===== src/hdl/psgm_pkg.sv =====
// Shared types and constants for the packet sequence gap monitor.
package psgm_pkg;

  localparam int unsigned LEN_W   = 16;
  localparam int unsigned TYPE_W  = 8;
  localparam int unsigned SEQ_W   = 32;
  localparam int unsigned CNT_W   = 32;
  localparam int unsigned SPAN_W  = 16;
  localparam int unsigned CFG_IDX_W  = 8;
  localparam int unsigned CFG_DATA_W = 16;

  // Configuration register indexes
  localparam logic [CFG_IDX_W-1:0] REG_MIN_LENGTH  = 8'd0;
  localparam logic [CFG_IDX_W-1:0] REG_TYPE_FIRST  = 8'd1;
  localparam logic [CFG_IDX_W-1:0] REG_TYPE_SECOND = 8'd2;
  localparam logic [CFG_IDX_W-1:0] REG_WINDOW_SPAN = 8'd3;

  // Reset values of the configuration registers
  localparam logic [LEN_W-1:0]  MIN_LENGTH_RST  = 16'd1044;
  localparam logic [TYPE_W-1:0] TYPE_FIRST_RST  = 8'h01;
  localparam logic [TYPE_W-1:0] TYPE_SECOND_RST = 8'h04;
  localparam logic [SPAN_W-1:0] WINDOW_SPAN_RST = 16'd1500;

  // One packet summary; last field in the lowest bits
  typedef struct packed {
    logic [SEQ_W-1:0]  seq_index;
    logic [TYPE_W-1:0] type_byte_b;
    logic [TYPE_W-1:0] type_byte_a;
    logic [LEN_W-1:0]  cap_length;
  } item_t;

  // One window report; last field in the lowest bits
  typedef struct packed {
    logic [CNT_W-1:0] bad_type_total;
    logic [CNT_W-1:0] short_total;
    logic [CNT_W-1:0] missing_total;
    logic [CNT_W-1:0] good_total;
  } report_t;

  // Packet class, exactly one bit set for a valid item
  typedef struct packed {
    logic is_short;
    logic is_bad;
    logic is_good;
  } class_t;

  typedef struct packed {
    logic [LEN_W-1:0]  min_length;
    logic [TYPE_W-1:0] type_first;
    logic [TYPE_W-1:0] type_second;
    logic [SPAN_W-1:0] window_span;
  } cfg_t;

endpackage


===== src/hdl/psgm_classify.sv =====
// Packet classifier: short, wrong type or good.
module psgm_classify (
  input  psgm_pkg::item_t  item,
  input  psgm_pkg::cfg_t   cfg,
  output psgm_pkg::class_t cls
);

  logic short_pkt;
  logic type_ok;

  assign short_pkt = item.cap_length < cfg.min_length;
  assign type_ok   = (item.type_byte_a == cfg.type_first) &&
                     (item.type_byte_b == cfg.type_second);

  // Length check wins over the type check
  assign cls.is_short = short_pkt;
  assign cls.is_bad   = !short_pkt && !type_ok;
  assign cls.is_good  = !short_pkt && type_ok;

endmodule


===== src/hdl/psgm_stats.sv =====
// Sequence tracking, window counters and report generation.
module psgm_stats (
  input  logic                           clk,
  input  logic                           rst,
  input  logic                           step,
  input  psgm_pkg::class_t               cls,
  input  logic [psgm_pkg::SEQ_W-1:0]     seq,
  input  logic [psgm_pkg::SPAN_W-1:0]    window_span,
  output logic                           emit,
  output psgm_pkg::report_t              report
);

  logic [psgm_pkg::SEQ_W-1:0] last_seq, last_seq_next;
  logic [psgm_pkg::SEQ_W-1:0] window_end, window_end_next;
  logic [psgm_pkg::CNT_W-1:0] good_count, good_count_next;
  logic [psgm_pkg::CNT_W-1:0] missing_count, missing_count_next;
  logic [psgm_pkg::CNT_W-1:0] short_count, short_count_next;
  logic [psgm_pkg::CNT_W-1:0] bad_type_count, bad_type_count_next;

  logic [psgm_pkg::SEQ_W-1:0] expect_seq;
  logic [psgm_pkg::CNT_W-1:0] gap;
  logic [psgm_pkg::CNT_W-1:0] good_inc;
  logic                       reached;
  logic                       win_open;

  assign expect_seq = last_seq + 32'd1;
  assign gap        = seq - last_seq - 32'd1;
  assign good_inc   = good_count + 32'd1;
  assign reached    = seq >= window_end;
  assign win_open   = window_end != '0;

  always_comb begin
    last_seq_next       = last_seq;
    window_end_next     = window_end;
    good_count_next     = good_count;
    missing_count_next  = missing_count;
    short_count_next    = short_count;
    bad_type_count_next = bad_type_count;
    emit                = 1'b0;
    report.good_total     = good_inc;
    report.missing_total  = missing_count + ((seq > expect_seq) ? gap : '0);
    report.short_total    = short_count;
    report.bad_type_total = bad_type_count;
    if (step) begin
      if (cls.is_short) begin
        short_count_next = short_count + 32'd1;
      end else if (cls.is_bad) begin
        bad_type_count_next = bad_type_count + 32'd1;
      end else begin
        last_seq_next = seq;
        if (reached) begin
          window_end_next = seq + {{(psgm_pkg::SEQ_W-psgm_pkg::SPAN_W){1'b0}}, window_span};
          if (win_open) begin
            // Close the window: report and clear all counts
            emit                = 1'b1;
            good_count_next     = '0;
            missing_count_next  = '0;
            short_count_next    = '0;
            bad_type_count_next = '0;
          end else begin
            good_count_next = good_inc;
          end
        end else begin
          good_count_next = good_inc;
          if (seq != expect_seq) begin
            missing_count_next = missing_count + gap;
          end
        end
      end
    end
  end

  always_ff @(posedge clk) begin
    if (rst) begin
      last_seq       <= '0;
      window_end     <= '0;
      good_count     <= '0;
      missing_count  <= '0;
      short_count    <= '0;
      bad_type_count <= '0;
    end else begin
      last_seq       <= last_seq_next;
      window_end     <= window_end_next;
      good_count     <= good_count_next;
      missing_count  <= missing_count_next;
      short_count    <= short_count_next;
      bad_type_count <= bad_type_count_next;
    end
  end

endmodule


===== src/hdl/packet_sequence_gap_monitor.sv =====
// Top level of the packet sequence gap monitor: ports, registers and stage control.
// The monitor takes one packet summary request per cycle on the s_ side and
// classifies it as short (captured length below min_length), wrong type
// (type bytes differ from type_first/type_second) or good. Good packets are
// checked for gaps in their 32-bit sequence number; gaps add to a missing count
// that wraps modulo 2^32, so a backward or repeated number adds a large value.
// The first good packet opens a window ending window_span sequence numbers
// later; the good packet that reaches the window end closes it, and the monitor
// then sends one report request on the m_ side with the four counts and clears
// them. Throughput is one packet per cycle while the result register is free
// or being drained. The report is registered: the packet that closes the
// window sits in the input register while the single update stage feeds the
// result register. The s_ side keeps taking packets while a report waits, as
// long as the stage can drain; it stalls only when a held report blocks a
// pending packet. Configuration writes are always taken (cfg_ready is tied
// high) and must happen while the monitor is idle; writes to unknown indexes
// are dropped.
module packet_sequence_gap_monitor (
  input  logic                                clk,
  input  logic                                rst,
  input  logic                                s_tvalid,
  output logic                                s_tready,
  // [15:0] cap_length, [23:16] type_byte_a, [31:24] type_byte_b, [63:32] seq_index
  input  logic [63:0]                         s_tdata,
  output logic                                m_tvalid,
  input  logic                                m_tready,
  // [31:0] good_total, [63:32] missing_total, [95:64] short_total,
  // [127:96] bad_type_total
  output logic [127:0]                        m_tdata,
  input  logic                                cfg_valid,
  output logic                                cfg_ready,
  input  logic [psgm_pkg::CFG_IDX_W-1:0]      cfg_index,
  input  logic [psgm_pkg::CFG_DATA_W-1:0]     cfg_data
);

  psgm_pkg::cfg_t    cfg;
  psgm_pkg::item_t   item;
  logic              item_valid;
  psgm_pkg::class_t  cls;
  psgm_pkg::report_t report;
  psgm_pkg::report_t out_report;
  logic              emit;
  logic              advance;
  logic              step;

  // Configuration registers; always ready
  assign cfg_ready = 1'b1;

  always_ff @(posedge clk) begin
    if (rst) begin
      cfg.min_length  <= psgm_pkg::MIN_LENGTH_RST;
      cfg.type_first  <= psgm_pkg::TYPE_FIRST_RST;
      cfg.type_second <= psgm_pkg::TYPE_SECOND_RST;
      cfg.window_span <= psgm_pkg::WINDOW_SPAN_RST;
    end else if (cfg_valid && cfg_ready) begin
      case (cfg_index)
        psgm_pkg::REG_MIN_LENGTH:  cfg.min_length  <= cfg_data;
        psgm_pkg::REG_TYPE_FIRST:  cfg.type_first  <= cfg_data[psgm_pkg::TYPE_W-1:0];
        psgm_pkg::REG_TYPE_SECOND: cfg.type_second <= cfg_data[psgm_pkg::TYPE_W-1:0];
        psgm_pkg::REG_WINDOW_SPAN: cfg.window_span <= cfg_data;
        default: begin
          // drop writes to unknown indexes
        end
      endcase
    end
  end

  // The stage advances when the result register is free or being drained
  assign advance  = !m_tvalid || m_tready;
  assign s_tready = !item_valid || advance;
  assign step     = item_valid && advance;

  // Input register: hold the packet until the stage consumes it
  always_ff @(posedge clk) begin
    if (rst) begin
      item_valid <= 1'b0;
    end else if (s_tready) begin
      item_valid <= s_tvalid;
    end
  end

  always_ff @(posedge clk) begin
    if (s_tvalid && s_tready) begin
      item <= psgm_pkg::item_t'(s_tdata);
    end
  end

  psgm_classify u_classify (
    .item (item),
    .cfg  (cfg),
    .cls  (cls)
  );

  psgm_stats u_stats (
    .clk         (clk),
    .rst         (rst),
    .step        (step),
    .cls         (cls),
    .seq         (item.seq_index),
    .window_span (cfg.window_span),
    .emit        (emit),
    .report      (report)
  );

  // Result register: load a report when the window closes, hold until taken
  always_ff @(posedge clk) begin
    if (rst) begin
      m_tvalid <= 1'b0;
    end else if (advance) begin
      m_tvalid <= step && emit;
    end
  end

  always_ff @(posedge clk) begin
    if (step && emit) begin
      out_report <= report;
    end
  end

  assign m_tdata = out_report;

`ifndef SYNTH
  a_emit_only_good: assert property (@(posedge clk) disable iff (rst)
    (step && emit) |-> cls.is_good)
    else $error("report emitted for a packet that is not good");

  a_empty_out_takes_input: assert property (@(posedge clk) disable iff (rst)
    !m_tvalid |-> s_tready)
    else $error("input stalled while result register is empty");

  a_report_loaded: assert property (@(posedge clk) disable iff (rst)
    (step && emit) |=> (m_tvalid && m_tdata == $past(report)))
    else $error("closed window report not presented");
`endif

endmodule

===== config.mk =====
export PLATFORM = sky130hd
export DESIGN_NAME = packet_sequence_gap_monitor
export DESIGN_NICKNAME = d
export VERILOG_FILES = /design/src/hdl/psgm_pkg.sv /design/src/hdl/psgm_classify.sv /design/src/hdl/psgm_stats.sv /design/src/hdl/packet_sequence_gap_monitor.sv
export SDC_FILE = /design/constraint.sdc
export NUM_CORES = 1
export LEC_CHECK = 0
export ABC_AREA = 1
export BUFFER_PORTS_ARGS = -buffer_cell sky130_fd_sc_hd__clkbuf_2
export CORE_AREA = 10 10 259 211
export CTS_CLUSTER_DIAMETER = 40
export CTS_CLUSTER_SIZE = 12
export DETAILED_ROUTE_END_ITERATION = 7
export DIE_AREA = 0 0 269 221
export PLACE_DENSITY = 0.77
export SLEW_MARGIN = 40
export SYNTH_ARGS = -nofsm -noshare
export SYNTH_HDL_FRONTEND = slang
export SYNTH_SLANG_ARGS = --single-unit

===== constraint.sdc =====
create_clock -name clk -period 5.72 [get_ports clk]
set_input_delay 0.572 -clock clk [delete_from_list [all_inputs] [get_ports clk]]
set_output_delay 0.572 -clock clk [all_outputs]
set_load 0.05 [all_outputs]

## Yosys cells after proc, flatten, opt, wreduce, memory -nomap -nowiden

Index checks and enable logic that the tools add are counted.

- Reduce and logical (&&, ||, !) cells: 27
- $add $sub $neg: 9
- Mux-type cells: 15
- Bitwise gates (word level): 2
- $lt $le $gt $ge: 3
- Equality and inequality tests: 8

Operator list:

| cell | count |
|---|---|
| 32-bit two-way mux | 10 |
| 32-bit by 1-bit adder with 32-bit output, second input constant | 4 |
| 32-bit adder | 2 |
| 32-bit by 16-bit adder with 32-bit output | 1 |
| 32-bit greater-or-equal comparator | 1 |
| 32-bit > comparator | 1 |
| 32-bit inequality test | 1 |
| 32-bit nonzero test | 1 |
| 32-bit by 1-bit subtractor with 32-bit output, second input constant | 1 |
| 32-bit subtractor | 1 |
| 8-bit by 2-bit equality test with 1-bit output, second input constant | 2 |
| 8-bit equality test | 2 |
| 16-bit < comparator | 1 |
| 4-bit AND reduction | 3 |
| 2-bit nonzero test | 5 |
| 8-bit by 1-bit equality test with 1-bit output, second input constant | 1 |
| 8-bit zero test | 1 |
| 2-bit AND reduction | 4 |
| 1-bit logical AND | 5 |
| 1-bit two-way mux | 5 |
| 5-bit AND reduction | 1 |
| 1-bit zero test | 4 |
| 3-bit AND reduction | 1 |
| 1-bit logical OR | 2 |
| 3 further kinds | 4 |

- Input bits: 93
- Output and inout bits: 131
- Register bits after elaboration: 434
- Word-level logic and storage cells: 84

## Logic depth before layout (Yosys ltp)

- Depth after elaboration: 8
- Depth in mapped cells: 34
- Mapped depth without buffers: 33

## Hierarchy

Synthesis repeated with hierarchy kept, for this count alone.

- Cells, all modules: 3788
- Area total of the unflattened synthesis: 28008.1 um2

By module, submodules not included:

| module | area each (um2) | cells an instance | seq. area each (um2) | instances |
|---|---|---|---|---|
| psgm_stats | 19372.3 | 3179 | 3843.7 | 1 |
| packet_sequence_gap_monitor | 7963.9 | 492 | 6766.5 | 1 |
| psgm_classify | 671.9 | 117 | 0.0 | 1 |

## Worst setup path before layout

OpenSTA, ideal clock, no wires.

- Path kind: reg2reg
- Start: register item[55] (netlist name)
- End: register u_stats.missing_count[29] (netlist bit)
- Path buffers: 1
- Arrival: 5.337 ns
- Library setup time: 0.113 ns
- Period minus slack after synthesis: 5.450 ns
- Cell stages (with the launch flop): 14
- Path slack: 0.270 ns
- Required time: 5.607 ns
- Cells stage by stage: edfxtp_1 > ha_1 > nand2_1 > nor2_1 > nand4_1 > nor3b_1 > nand2_1 > nand2_2 > nand2_1 > nor2_2 > nor2_4 > buf_2 > nor2_1 > nor2_1

- Word-level cells in the longest chain between the ends: 5

Ends and longest elaborated chain:

| element | RTL line | source |
|---|---|---|
| 32-bit subtractor | psgm_stats.sv:27 | `assign gap = seq - last_seq - 32'd1;` |
| 32-bit by 1-bit subtractor with 32-bit output | psgm_stats.sv:27 |  |
| 32-bit adder | psgm_stats.sv:66 | `missing_count_next = missing_count + gap;` |
| 32-bit two-way mux | psgm_stats.sv:65 | `if (seq != expect_seq) begin` |
| 32-bit two-way mux | psgm_stats.sv:51 | `if (reached) begin` |
| end signal, assigned | psgm_stats.sv:85 | `missing_count <= missing_count_next;` |
| end, declared | psgm_stats.sv:16 | `logic [psgm_pkg::CNT_W-1:0] missing_count, missing_count_next;` |

Parallel ways exist; a longest one is shown, timed or not. The select of a mux whose other input is x is not followed.
A chain may end at the register's enable or synchronous reset.

==> results by group <==
Outcome
  • Outcome: finished, final reports clean

Yosys
  • Post-synthesis cell type count: 47
  • Register area share after synthesis: 39.37%
  • Ys Warns: 0
  • Post-synthesis cell count: 3,564
  • EDFF count, synth: 192
  • Synthesized cell area: about 27,000 um^2
  • Async SR Flop Fraction: 0%
  • Syn nets: 3,853
  • Synth Register Bits: 434
  • Biggest area consumer among synthesized cells: edfxtp_1
  • Ranking of synthesized cells by area: edfxtp_1, dfxtp_1, nand2_1, ha_1, a21oi_1
  • Synth top area share: around a fifth
  • Top_reg_cell synth: dfxtp_1
  • Syn_area_per_cell: 7.562 um^2

Finish
  • Area occupied by multi-input gates: 14,740 um^2
  • Register area: 10,610 um^2
  • Layout overhead on the synthesized area: 15.93%
  • Most frequent cells in the layout: nand2_1, nor2_1, inv_1
  • Final instance area: 31,250 um^2
  • Most common cell after layout, fill and taps aside: nand2_1
  • Antenna diodes: 0
  • Nets: 4,076
  • Filler instances: 4,414
  • Share of cells above drive strength 1: 11.32%

Timing
  • Worst Skew: 0.02859 ns
  • Endpoints failing setup: 0
  • Final Cycle Share: 92.80%
  • Final hold vios: 0
  • Pins Over Slew Limit: 0
  • Fin Setup TNS: 0 ns
  • Slew margin rel.: about 45%
  • FMAX: 0.1884 GHz
  • Hold Slack: 0.1279 ns
  • Tmin final: roughly 5.3 ns
  • Worst-margin pin slew: 0.8305 ns
  • Fin worst setup slack: 0.4120 ns

GRT
  • Largest net degree at the start of global routing: 130
  • GRT Util Overall: 24.22%
  • Total congestion overflow: 0
  • Vias in the first global route: around 23,000
  • Initial antenna violation count: 0
  • First-pass GRT wire length: 118.3 mm

Setup path
  • Critical setup path kind: register to register
  • R2r worst-path depth: 28
  • CP startpoint: u_stats.last_seq[0]
  • Setup crit end kind: register
  • Worst setup endpoint: m_tdata[58]
  • Critical path's most frequent cell: nand2_1
  • CP peak stage delay: around 0.36 ns
  • CP max stage cell: dfxtp_1
  • CP startpoint kind: register
  • Worst r2r src: u_stats.last_seq[0]
  • Crit path required time: 6.07 ns
  • Reg2reg end: m_tdata[58]
  • Reg2reg setup slack: 0.41 ns
  • WP data arrival: roughly 5.7 ns
  • Crit Path Max Fanout: 13

Floorplanning
  • Die width: 269 um
  • Starting Density: roughly 55%
  • Num ports: 224
  • Core box area: 49,410 um^2
  • Die ar.: 59,450 um^2
  • Die Span Y: 221 um
  • Num rows: 73

Placed design
  • IO buf count: roughly 220
  • Hpwl dp: 55.88 mm
  • Final Wtd Congestion: 0.9611
  • Pre-CTS setup slack: 0.07685 ns
  • Placed inst area: 28,680 um^2

Detailed routing
  • Final WL: about 74 mm
  • Detailed-route DRC error count: 0
  • Iteration count of the initial detailed-routing pass: 6
  • Via count: 24,161
  • DRT iter0 DRCs: 1,982
  • DRT antenna net count: 0
  • Avg WL per Cell: 16.42 um
  • Avg Vias per Cell: 5.349

Clock network
  • Worst-path clk slew: 0.06 ns
  • Root buffer cell: clkbuf_16
  • Hold Buf Count CTS: 0
  • Num Clock Sinks: 434
  • CTS tree: done
  • Num CTS Buffers: 67
  • CTS max path bufs: 3
  • H-tree depth: 3
  • Clock Latency Late Sink: 0.62 ns

Pwr
  • Pwr dens: around 260 nW/um^2
  • Overall Power: 0.008190 W
  • Worst vdd ir: 246.1 uV
  • Lkg Pwr: 12.88 nW

Job
  • Max-cap violation count: 0

Worst hold path
  • Worst hold path class: input pin to register
-- routing by layer --
layer | vias to the layer above | routed length [um] | part of all wire [%] | GRT usage (%)
met2 | 757 | 32960 | 44 | 37.95
li1 | 12309 | - | - | -
met4 | 0 | 1482 | 2.0 | 6.150
met1 | 10995 | 34700 | 47 | 33.73
met5 | - | 0 | 0 | 0
met3 | 100 | 5014 | 6.8 | 4.622
-- repair_timing --
| item | CTS | global route |
|---|---|---|
| buffers inserted | 0 | 3 |
| endpoints found under the setup margin | 0 | 24 |
| resized for setup | 0 | 46 |
-- metrics by stage --
stage	std cells	utilization, %
final	4517	63.23
after CTS	4513	62.76
after global placement	4389	58.03
after detailed placement	4389	58.04
after global routing	4517	63.23
after floorplan	3564	-
-- sequential cells by signal, summed over array words and instances, names as in the netlist --
| register | flops |
|---|---|
| item | 64 |
| u_stats.missing_count | 32 |
| item_valid | 1 |
| cfg | 48 |
| m_tdata | 128 |
| u_stats.bad_type_count | 32 |
| u_stats.good_count | 32 |
| u_stats.last_seq | 32 |
| u_stats.short_count | 32 |
| u_stats.window_end | 32 |
| m_tvalid | 1 |
-- where the power goes --
part	switching [W]	leakage, nW	internal, W
sequential	0.0000432	3.56	0.00326
clock	0.00161	1.12	0.00256
combinational	0.000472	8.19	0.000240
total	0.00212	12.9	0.00607
-- how the worst min path moves through the flow --
stage,start,to,slack [ns],cells after the start
6_report,s_tdata[18],item[18],0.13,1
5_1_grt,s_tdata[30],item[30],0.1,1
4_1_cts,s_tdata[18],item[18],0.1,1
3_5_place_dp,u_stats.short_count[16],m_tdata[80],0.45,0
3_3_place_gp,u_stats.window_end[12],u_stats.window_end[12],0.45,2
2_1_floorplan,u_stats.bad_type_count[21],m_tdata[117],0.41,0
-- logic make-up (layout without fill, tap and decap cells) --
| family | after synthesis | in the layout | share of synthesized area, % |
|---|---|---|---|
| AOI/OAI and AO/OA | 568 | 568 | 11.13 |
| other | 1 | 1 | 0.01391 |
| adders and majority gates | 196 | 196 | 9.211 |
| and+or+nand+nor | 1690 | 1690 | 26.65 |
| buffers and inverters | 461 | 739 | 6.639 |
| DFF | 434 | 434 | 39.37 |
| xor gates and xnor gates | 214 | 214 | 6.982 |
-- worst max-delay path: cells and delay by family (launching register included) --
| family | cells | cell delay (ns) |
|---|---|---|
| XOR/XNOR | 2 | 0.24 |
| AND/OR/NAND/NOR | 16 | 2.52 |
| AO/OA/AOI/OAI | 4 | 0.67 |
| buffers and inverters | 3 | 0.42 |
| flip-flops | 1 | 0.36 |
| adder cells (fa/ha/maj) | 3 | 0.83 |
-- synthesized netlist by cell type, types with 5 or more instances --
cell,number
nor3_2,9
nand4_1,46
xnor2_1,82
nor2_2,6
dfxtp_1,242
ha_1,192
nand3b_1,33
nand2_1,816
a21oi_1,343
buf_2,34
a31oi_1,6
nor2_4,5
o211ai_1,12
o21ai_0,160
inv_1,364
o21bai_1,18
nor4_1,25
nand3_1,176
a21boi_0,5
nor2_1,455
xor2_1,131
nor3_1,94
nor3b_1,8
a21o_1,14
or2_2,6
edfxtp_1,192
clkbuf_1,51
-- area by class of cell --
cell class              count  share of cell area [%]
clock buffers              81                   5.798
clock inverters            43                   1.666
inverters                 370                   4.457
multi-input cells        2669                   47.18
flip-flops and latches    434                   33.96
well taps                 675                   2.703
repair buffers            245                   4.237
(Power assumes the default switching activity.)
